`config.mk`:
```
export PLATFORM = sky130hd
export DESIGN_NAME = egas_div
export DESIGN_NICKNAME = d
export VERILOG_FILES = /design/src/hdl/egas_pkg.sv /design/src/hdl/egas_div.sv
export SDC_FILE = /design/constraint.sdc
export NUM_CORES = 1
export LEC_CHECK = 0
export BUFFER_PORTS_ARGS = -buffer_cell sky130_fd_sc_hd__buf_2
export CAP_MARGIN = 5
export CORE_MARGIN = 3
export CORE_UTILIZATION = 55
export CTS_CLUSTER_DIAMETER = 200
export DETAILED_ROUTE_END_ITERATION = 6
export PLACE_DENSITY = 0.82
export SYNTH_ARGS = -nofsm -noshare
export SYNTH_HDL_FRONTEND = slang
export SYNTH_SLANG_ARGS = --single-unit
```
`constraint.sdc`:
```
create_clock -name clock -period 9.2 [get_ports clock]
set_input_delay 1.84 -clock clock [delete_from_list [all_inputs] [get_ports clock]]
set_output_delay 1.84 -clock clock [all_outputs]
set_load 0.03 [all_outputs]
```
`src/hdl/egas_pkg.sv`:
```
// egas_pkg: shared types and constants for the epsilon-greedy arm selector.
// No dependencies.
package egas_pkg;

   localparam int          SCORE_W    = 64;
   localparam int          COUNT_W    = 32;
   localparam int          VALUE_W    = 31;
   localparam int          MASK_ARMS  = 8;
   localparam logic [30:0] UNSET_VALUE = 31'h7FFF_FFFF;

   localparam logic [1:0] CSR_EXPLORE = 2'd0;
   localparam logic [1:0] CSR_ONCE    = 2'd1;
   localparam logic [1:0] CSR_KIND    = 2'd2;

   localparam logic [1:0] KIND_DIFF  = 2'd0;
   localparam logic [1:0] KIND_REL   = 2'd1;

   typedef struct packed {
      logic [63:0] score;
      logic [31:0] count;
      logic [30:0] best;
      logic [30:0] first;
   } arm_rec_type;

endpackage

```
`src/hdl/egas_div.sv`:
```
// egas_div: restoring divider, one quotient bit per cycle, 64 / 31 bits.
// Depends on egas_pkg.
module egas_div
   import egas_pkg::*;
(
   input  logic        clock,
   input  logic        reset,
   input  logic        start,
   input  logic [63:0] dividend,
   input  logic [30:0] divisor,
   output logic        done,
   output logic [63:0] quotient
);

   logic [63:0] quo_ff;
   logic [31:0] rem_ff;
   logic [30:0] dvs_ff;
   logic [6:0]  cnt_ff;
   logic        run_ff;
   logic        done_ff;
   logic [32:0] trial;
   logic [31:0] shifted;

   assign shifted = {rem_ff[30:0], quo_ff[63]};
   assign trial   = {1'b0, shifted} - {2'b00, dvs_ff};

   always_ff @(posedge clock) begin
      if (reset) begin
         run_ff  <= 1'b0;
         done_ff <= 1'b0;
         cnt_ff  <= '0;
      end else begin
         done_ff <= 1'b0;
         if (start) begin
            run_ff <= 1'b1;
            cnt_ff <= 7'd64;
            quo_ff <= dividend;
            rem_ff <= '0;
            dvs_ff <= divisor;
         end else if (run_ff) begin
            if (trial[32]) begin
               rem_ff <= shifted;
               quo_ff <= {quo_ff[62:0], 1'b0};
            end else begin
               rem_ff <= trial[31:0];
               quo_ff <= {quo_ff[62:0], 1'b1};
            end
            cnt_ff <= cnt_ff - 7'd1;
            if (cnt_ff == 7'd1) begin
               run_ff  <= 1'b0;
               done_ff <= 1'b1;
            end
         end
      end
   end

   assign done     = done_ff;
   assign quotient = quo_ff;

endmodule

```
==> flow_summary.toml, run 1 <==
[outcome]
status = "completed"

[synth]
yosys.area_share.simple_pct = 8.32
synthFlopType = "edfxtp_1"
synth_top_family_by_area = "multiplexers"
synth_area_leader_cell = "edfxtp_1"
async_reset_ff_share_pct = 0
synth_edf_count = 126
synth-compound-area-share_pct = 10.2
synth_area_leaders = "edfxtp_1, mux2_2, ha_1, mux2i_1, nor2_1"
synth_xor_area_share_pct = 3.78
synth_warnings = 0
synth_area_um2 = 7180
ys_ff_latch = 135
synth_seq_area_share_pct = 55.2
synthAdderAreaFrac_pct = 6.03
synth_cells = 579
yosysMostFrequentCell = "edfxtp_1"
synth_top_area_share_pct = 52.7
synth_common_cells = "edfxtp_1, mux2_2, nor2_1"
synth.net_count = 711
synth.distinct_cells = 59
syn_avg_cell_area_um2 = 12.4
synthMuxAreaShare_pct = 12.8

[timing]
clock.fmax_mhz = 226
rsz0062_at_grt = "false"
finClkSkew_ns = 0.0111
tightest_slew_ns = 1.14
slew_violations = 0
worst_hold_slack_ns = 0.503
period_needed_ns = 4.43
min_period_over_period_pct = 48.2
tns_ns = 0
relSlewSlack_pct = 23.7
hold_viol = 0
finalWorstSetupSlack_ns = 4.77
finalSetupViolCount = 0

[clock_tree]
cts_tree = "done"
clock_path_buffers = 2
worstSkewPairLatency_ns = 0.43
cts_resized = 0
cts_root_buf = "clkbuf_16"
postCtsSetupRepairBufs = 0
cts_buffers = 17
cts_hold_buf = 0
h-tree-depth = 4
clk_pin_slew_worst_paths_ns = 0.06
cts.sinks = 135

[placement]
dp_hpwl_um = 11100
place_ws_ns = 4.24
gp_congestion = 0.909
port_buffers = 162
dp.cells = 894

[pwr]
leakage_nw = 3.65
p_per_area_nw_per_um2 = 214
p_clk_share_pct = 37.7
ir_drop_v = 0.000147
seqPwrFrac_pct = 40.6
comb_power_share_pct = 21.7
swShare_pct = 29.8
p_sw_mw = 0.558
internal_power_mw = 1.31

[critical_path]
crit_fanout = 94
crit_path_end_kind = "flop"
cp-start-kind = "input port"
r2r_cells = 12
worstPathRequired_ns = 9.25
crit_type = "input port to flop"
arrival_ns = 4.49

[flow_run]
cap_violations = 0

[layout]
finish.utilization_pct = 69.0
nFillCells = 909
syn2layout_area_growth_pct = 21.8
nets = 873
drive_gt1_share_pct = 37.1
fin_cells = 927

[floorplanning]
die_w_um = 120
die_area_um2 = 14500
ios = 163
initial_core_util_pct = 56.7
std_cell_rows = 41
fp.coreArea_um2 = 12700
die_y_um = 120

[global_route]
grt_max_degree = 95
grt_usage_pct = 22.9
grt_pass1_wl_um = 25900
grt_antenna_before_repair = 1
grt_remaining_overflow = 0
grt_pass1_vias = 5397

[route]
routed_wl_um = 15900
detail_route.wl_per_cell_um = 17.2
drt_iter0_markers = 294
vias = 5092
avgViaCountPerCell = 5.49
dr.pass1.iters = 5
drtAntennaViolNets = 0
drc = 0

[hold_path]
min_path_type = "flop to flop"
holdPathStages = 2
[state kept, by name, indices dropped and copies added (netlist names)]
signal    count
rem_ff       31
run_ff        1
cnt_ff        7
done          1
quotient     64
dvs_ff       31
[final cells by class]
| class | count | area [um^2] | share of cell area (%) |
|---|---|---|---|
| Multi-Input combinational cell | 382 | 2970 | 34.0 |
| Tap cell | 172 | 215 | 2.46 |
| Clock inverter | 15 | 181 | 2.07 |
| Inverter | 40 | 150 | 1.72 |
| Timing Repair Buffer | 165 | 836 | 9.55 |
| Sequential cell | 135 | 3960 | 45.3 |
| Antenna cell | 1 | 2.50 | 0.0286 |
| Clock buffer | 17 | 425 | 4.86 |
[cell usage in the layout, fill, tap and decap left out, types with 3 or more instances in the layout]
master,count
buf_2,161
edfxtp_1,126
mux2_2,63
nor2_1,50
inv_1,39
a21oi_1,37
ha_1,33
nand2_1,30
mux2i_1,21
xnor2_1,21
clkbuf_16,17
o21ai_0,12
nand3_1,10
xor2_1,10
dfxtp_1,9
o211ai_1,8
a21o_1,6
nand4_1,5
nor3_1,5
and3_1,5
inv_6,5
or3_1,4
o21ai_1,4
o21a_1,4
a211oi_2,4
inv_8,4
buf_4,4
nand2b_1,3
a21boi_0,3
a211oi_1,3
and2_1,3
o22ai_1,3
[critical path, stage by stage]
cell    delay, ns
buf_4        0.81
nor2_1       0.20
nor2_4       0.80
buf_4        0.77
[power by group through the flow]
| stage | clock, mW | combinational, mW | sequential (mW) |
|---|---|---|---|
| 2_1_floorplan | 0 | 0.275 | 0.805 |
| 3_5_place_dp | 0 | 0.403 | 0.772 |
| 3_3_place_gp | 0 | 0.388 | 0.771 |
| 4_1_cts | 0.711 | 0.407 | 0.761 |
| 6_report | 0.705 | 0.407 | 0.760 |
| 5_1_grt | 0.741 | 0.449 | 0.766 |
[metal layers]
metal / track usage, % / share of wire, % / vias to the layer above
met5: 0 / 0 / -
met4: 9.63 / 2.5 / 0
met3: 8.14 / 7.5 / 30
met2: 37.9 / 49 / 183
met1: 27.2 / 41 / 2412
li1: - / - / 2467
[kinds of logic (layout without fill, tap and decap cells)]
group	count (synthesis)	in the layout
xor+xnor	31	31
flops	135	135
mux	84	84
fa+ha+maj	34	34
simple gates	129	129
compound gates	104	104
buf+inv	62	237
other cells	0	1
[path summary, 6_finish.rpt]
kind	slack, ns	to	from
setup / recovery	4.77	quotient[63]$_DFFE_PP_	start
hold / removal	0.50	cnt_ff[1]$_SDFFE_PP0P_	cnt_ff[1]$_SDFFE_PP0P_
setup reg to reg	5.53	rem_ff[6]$_SDFFCE_PP0P_	quotient[63]$_DFFE_PP_
hold reg to reg	0.50	cnt_ff[1]$_SDFFE_PP0P_	cnt_ff[1]$_SDFFE_PP0P_
[stage by stage]
| step | power, mW | instance area, um^2 |
|---|---|---|
| after detailed placement | 1.17 | 8140 |
| final | 1.87 | 8750 |
| after floorplan | 1.08 | 7180 |
| after CTS | 1.88 | 8750 |
| after global routing | 1.96 | 8750 |
| after global placement | 1.16 | 8140 |
Note: power is estimated with default switching activity, not from simulation.
==> inputs of run 2 (changes only) <==
--- a/config.mk
+++ b/config.mk
@@ -5,10 +5,11 @@
 export SDC_FILE = /design/constraint.sdc
 export NUM_CORES = 1
 export LEC_CHECK = 0
+export ABC_AREA = 1
 export BUFFER_PORTS_ARGS = -buffer_cell sky130_fd_sc_hd__buf_2
 export CAP_MARGIN = 5
 export CORE_MARGIN = 3
-export CORE_UTILIZATION = 55
+export CORE_UTILIZATION = 56
 export CTS_CLUSTER_DIAMETER = 200
 export DETAILED_ROUTE_END_ITERATION = 6
 export PLACE_DENSITY = 0.82
==> constraint.sdc (replaced) <==
create_clock -name clock -period 4.42 [get_ports clock]
set_input_delay 0.884 -clock clock [delete_from_list [all_inputs] [get_ports clock]]
set_output_delay 0.884 -clock clock [all_outputs]
set_load 0.03 [all_outputs]
==> flow_summary.toml, run 2 <==
[synth]
synth_edf_count = 126
synth_area_leaders = "edfxtp_1, nand2_1, inv_1, ha_1, nor2_1"
synth_top_area_share_pct = 47.3
synth_cells = 1050
syn_avg_cell_area_um2 = 7.63
synth_seq_area_share_pct = 49.5
yosysMostFrequentCell = "nand2_1"
ys_ff_latch = 135
synth.net_count = 1182
synthFlopType = "edfxtp_1"
synth_area_um2 = 8010
synth_warnings = 0
synth_common_cells = "nand2_1, inv_1, edfxtp_1"
synth_area_leader_cell = "edfxtp_1"
async_reset_ff_share_pct = 0
synth.distinct_cells = 31

[global_route]
grt_pass1_wl_um = 32400
grt_max_degree = 80
grt_remaining_overflow = 0
grt_pass1_vias = 6735
grt_antenna_before_repair = 0
grt_usage_pct = 25.8

[clock_tree]
postCtsSetupRepairBufs = 0
clk_pin_slew_worst_paths_ns = 0.06
cts_root_buf = "clkbuf_16"
cts_tree = "done"
cts_buffers = 17
clock_path_buffers = 2
cts_resized = 0
cts_hold_buf = 0
cts.sinks = 135
h-tree-depth = 4
worstSkewPairLatency_ns = 0.42

[route]
drc = 0
routed_wl_um = 19800
avgViaCountPerCell = 4.97
wl_met3_um = 1520
met1_length_um = 8280
detail_route.wl_per_cell_um = 14.1
top_layer = "met4"
wl_met2_um = 9560
vias = 6976
drt_iter0_markers = 423
dr.pass1.iters = 5
drtAntennaViolNets = 0

[hold_path]
min_path_type = "flop to flop"

[critical_path]
crit_type = "flop to flop"
crit_path_end_kind = "flop"
cp-start-kind = "flop"
worstPathRequired_ns = 4.59
crit_fanout = 37
crit_chain = "inv_1 > ha_1 > fa_1 > inv_1 > nand3_1 > nand3_2 > nand2_1 > nand2_2 > nand2_1 > nand2_1 > nand2_2 > nand2_4 > inv_2 > nor2_1 > nor2_1"
cpMaxStageDelayCell = "fa_1"
crit_top_cell = "nand2_1"
arrival_ns = 2.96
slowest_delay_ns = 0.42

[pwr]
seqPwrFrac_pct = 37.7
comb_power_share_pct = 27.8
internal_power_mw = 2.94
p_sw_mw = 1.45
p_per_area_nw_per_um2 = 456
p_clk_share_pct = 34.5
ir_drop_v = 0.000307
leakage_nw = 5.14
swShare_pct = 33.0

[timing]
tightest_slew_ns = 0.956
relSlewSlack_pct = 36.1
finalSetupViolCount = 0
worst_hold_slack_ns = 0.488
hold_viol = 0
clock.fmax_mhz = 359
period_needed_ns = 2.79
rsz0062_at_grt = "false"
slew_violations = 0
tns_ns = 0
min_period_over_period_pct = 63.0
finClkSkew_ns = 0.0101

[layout]
antennaDiodeCount = 0
nFillCells = 1141
largest_register_ffs = 64
mostFrequentLayoutCells = "nand2_1, inv_1, buf_2"
layout_commonest_cell = "nand2_1"
syn2layout_area_growth_pct = 20.1
nets = 1344
drive_gt1_share_pct = 17.0

[floorplanning]
fp.coreArea_um2 = 13900
std_cell_rows = 43
initial_core_util_pct = 57.5
die_area_um2 = 15800
ios = 163
die_y_um = 126
die_w_um = 126

[outcome]
status = "completed"

[placement]
gp_congestion = 0.935
dp_hpwl_um = 14300
port_buffers = 162

[flow_run]
cap_violations = 0
-- run 2: power by group through the flow --
stage / clock (mW) / sequential (mW) / combinational (mW)
after CTS: 1.52 / 1.65 / 1.21
final: 1.51 / 1.65 / 1.22
after floorplan: 0 / 1.77 / 0.802
after detailed placement: 0 / 1.68 / 1.20
after global routing: 1.58 / 1.67 / 1.39
after global placement: 0 / 1.67 / 1.17
-- run 2: final timing paths --
path / endpoint / depth (start not counted) / from / slack [ns]
setup reg to reg: rem_ff[10]$_SDFFCE_PP0P_ / 15 / quotient[63]$_DFFE_PP_ / 1.63
setup / recovery: rem_ff[10]$_SDFFCE_PP0P_ / 15 / quotient[63]$_DFFE_PP_ / 1.63
hold / removal: cnt_ff[6]$_SDFFE_PP0N_ / 2 / cnt_ff[6]$_SDFFE_PP0N_ / 0.49
hold reg to reg: cnt_ff[6]$_SDFFE_PP0N_ / 2 / cnt_ff[6]$_SDFFE_PP0N_ / 0.49
-- run 2: layout make-up --
type | instances | area (um^2) | area share [%]
flip-flops and latches | 135 | 3960 | 41.2
repair buffers | 165 | 846 | 8.80
multi-input cells | 713 | 3280 | 34.1
clock inverters | 10 | 169 | 1.76
well taps | 180 | 225 | 2.34
clock buffers | 22 | 454 | 4.72
inverters | 180 | 676 | 7.03
-- run 2: routing by layer --
metal / track usage, % / vias up
met5: 0 / -
met4: 8.48 / 0
met3: 8.46 / 38
met2: 42.7 / 229
met1: 31.9 / 3126
li1: - / 3583
-- run 2: worst max-delay path, delay by kind of cell (launching register included) --
family,cells,cell delay (ns)
flops,1,0.37
buf+inv,3,0.40
simple gates,10,1.14
fa+ha+maj,2,0.64
-- run 2: logic make-up (layout without fill, tap and decap cells) --
logic type | after synthesis | in the layout | share of synthesized area, %
adders and majority gates | 34 | 34 | 5.41
xor gates and xnor gates | 13 | 13 | 1.42
and+or+nand+nor | 622 | 622 | 31.0
DFF | 135 | 135 | 49.5
AOI/OAI and AO/OA | 44 | 44 | 2.92
buffers and inverters | 202 | 377 | 9.75
-- run 2: per-stage QoR --
step                util [%]  instance area [um^2]  setup slack [ns]  total power [mW]  std cells
floorplan                  -                  8010             0.512              2.57       1050
global placement        64.5                  8990              1.79              2.85       1373
detailed placement      64.5                  8990              1.68              2.87       1373
CTS                     69.0                  9610              1.64              4.39       1405
global route            69.0                  9610              1.29              4.64       1405
finish                  69.0                  9610              1.63              4.39       1405
==> inputs of run 3 (changes only) <==
--- a/config.mk
+++ b/config.mk
@@ -5,11 +5,11 @@
 export SDC_FILE = /design/constraint.sdc
 export NUM_CORES = 1
 export LEC_CHECK = 0
-export ABC_AREA = 1
+export ABC_AREA = 0
 export BUFFER_PORTS_ARGS = -buffer_cell sky130_fd_sc_hd__buf_2
 export CAP_MARGIN = 5
 export CORE_MARGIN = 3
-export CORE_UTILIZATION = 56
+export CORE_UTILIZATION = 55
 export CTS_CLUSTER_DIAMETER = 200
 export DETAILED_ROUTE_END_ITERATION = 6
 export PLACE_DENSITY = 0.82
==> constraint.sdc (replaced) <==
create_clock -name clock -period 2.8 [get_ports clock]
set_input_delay 0.56 -clock clock [delete_from_list [all_inputs] [get_ports clock]]
set_output_delay 0.56 -clock clock [all_outputs]
set_load 0.03 [all_outputs]
==> flow_summary.toml, run 3 (synthesis gave the netlist of run 1 again) <==
[layout]
finish.utilization_pct = 72.7
nFillCells = 813
layout_commonest_cell = "buf_2"
antennaDiodeCount = 0
final_area_um2 = 9210
nets = 900
regArea_um2 = 3960
multi_input_area_um2 = 3160
syn2layout_area_growth_pct = 28.2
largest_register_ffs = 64
fin_cells = 953
drive_gt1_share_pct = 42.6
mostFrequentLayoutCells = "buf_2, edfxtp_1, mux2_2"

[floorplanning]
initial_core_util_pct = 56.7
std_cell_rows = 41
die_area_um2 = 14500
die_y_um = 120
die_w_um = 120
ios = 163
fp.coreArea_um2 = 12700

[global_route]
grt_usage_pct = 22.8
grt_remaining_overflow = 0
grt_pass1_vias = 5423
grt_pass1_wl_um = 26000
grt_antenna_before_repair = 1
grt_max_degree = 96

[critical_path]
worstPathRequired_ns = 2.95
cp-start-kind = "flop"
crit_fanout = 5
startpoint = "rem_ff[2]$_SDFFCE_PP0P_"
setup.worst_path.end = "rem_ff[9]$_SDFFCE_PP0P_"
crit_type = "flop to flop"
r2r_cells = 12
crit_path_end_kind = "flop"
arrival_ns = 2.93
r2r_start = "rem_ff[2]$_SDFFCE_PP0P_"
reg2reg_slack_ns = 0.01
r2r_end = "rem_ff[9]$_SDFFCE_PP0P_"

[timing]
slew_violations = 0
tns_ns = 0
finalSetupViolCount = 0
rsz0062_at_grt = "true"
worst_hold_slack_ns = 0.306
finalWorstSetupSlack_ns = 0.0119
finClkSkew_ns = 0.0143
min_period_over_period_pct = 99.6
tightest_slew_ns = 0.532
clock.fmax_mhz = 359
hold_viol = 0
relSlewSlack_pct = 64.5
period_needed_ns = 2.79

[outcome]
status = "completed"

[clock_tree]
clock_path_buffers = 2
cts_root_buf = "clkbuf_16"
clk_pin_slew_worst_paths_ns = 0.06
cts.sinks = 135
cts_hold_buf = 0
h-tree-depth = 4
worstSkewPairLatency_ns = 0.43
cts_tree = "done"
cts_buffers = 17

[route]
routed_wl_um = 16500
detail_route.wl_per_cell_um = 17.3
vias = 5290
dr.pass1.iters = 5
drt_iter0_markers = 312
drtAntennaViolNets = 0
avgViaCountPerCell = 5.55
drc = 0

[hold_path]
holdPathStages = 1
min_path_type = "input port to flop"

[pwr]
power.total_mw = 6.23
ir_drop_v = 0.000467
p_per_area_nw_per_um2 = 676
leakage_nw = 3.82

[placement]
dpl-instance-area_um2 = 8350
place_ws_ns = -0.0255
gp_congestion = 0.960
port_buffers = 162
dp_hpwl_um = 11200
dp.cells = 913

[flow_run]
cap_violations = 0
## run 3: cell count changes in the layout (fill, tap and decap cells not counted), sizes merged, moves of 21 or more
cell / previous run / this run
nor2: 86 / 52
inv: 182 / 45
mux2: 0 / 63
nand3: 53 / 11
nand2: 464 / 31
buf: 165 / 189
mux2i: 0 / 21
## run 3: final cells by class
class / instances / share of cell area (%)
Sequential cell: 135 / 43.0
Multi-Input combinational cell: 382 / 34.3
Timing Repair Buffer: 192 / 12.5
Clock buffer: 17 / 4.62
Tap cell: 172 / 2.34
Inverter: 40 / 1.63
Clock inverter: 15 / 1.56
## run 3: critical path, stage by stage (launching register included)
cell and delay [ns]:
edfxtp_1 0.44, ha_4 0.27, buf_6 0.12, o211ai_1 0.26
a21oi_4 0.06, o21ai_2 0.20, o211ai_2 0.12, a311oi_2 0.39
o21ai_4 0.08, buf_6 0.15, buf_12 0.13, mux2i_1 0.19
nor2_1 0.08
## run 3: timing repair
action | in CTS | in global routing
pin swaps | 3 | 4
resized for setup | 3 | 31
setup endpoints to repair | 16 | 32
setup buffers | 0 | 5
gates cloned | 0 | 3
## run 3: worst min-delay path by stage
stage / from / end / slack (ns)
global placement: cnt_ff[1]$_SDFFE_PP0P_ / cnt_ff[1]$_SDFFE_PP0P_ / 0.48
finish: divisor[24] / dvs_ff[24]$_DFFE_PP_ / 0.31
floorplan: cnt_ff[1]$_SDFFE_PP0P_ / cnt_ff[1]$_SDFFE_PP0P_ / 0.47
global route: divisor[3] / dvs_ff[3]$_DFFE_PP_ / 0.29
detailed placement: cnt_ff[1]$_SDFFE_PP0P_ / cnt_ff[1]$_SDFFE_PP0P_ / 0.54
CTS: divisor[3] / dvs_ff[3]$_DFFE_PP_ / 0.29
## run 3: where the power goes
group	leakage (nW)	switching, mW	internal, mW
Sequential	1.28	0.0854	2.41
Combinational	2.26	0.865	0.710
Clock	0.275	0.913	1.24
## run 3: metal layers
| layer | vias to the layer above | wire (um) | GRT usage, % |
|---|---|---|---|
| met5 | - | 13 | 0 |
| met4 | 2 | 381 | 8.00 |
| met3 | 34 | 1240 | 7.95 |
| met2 | 201 | 8350 | 38.0 |
| met1 | 2524 | 6480 | 27.5 |
| li1 | 2529 | - | - |
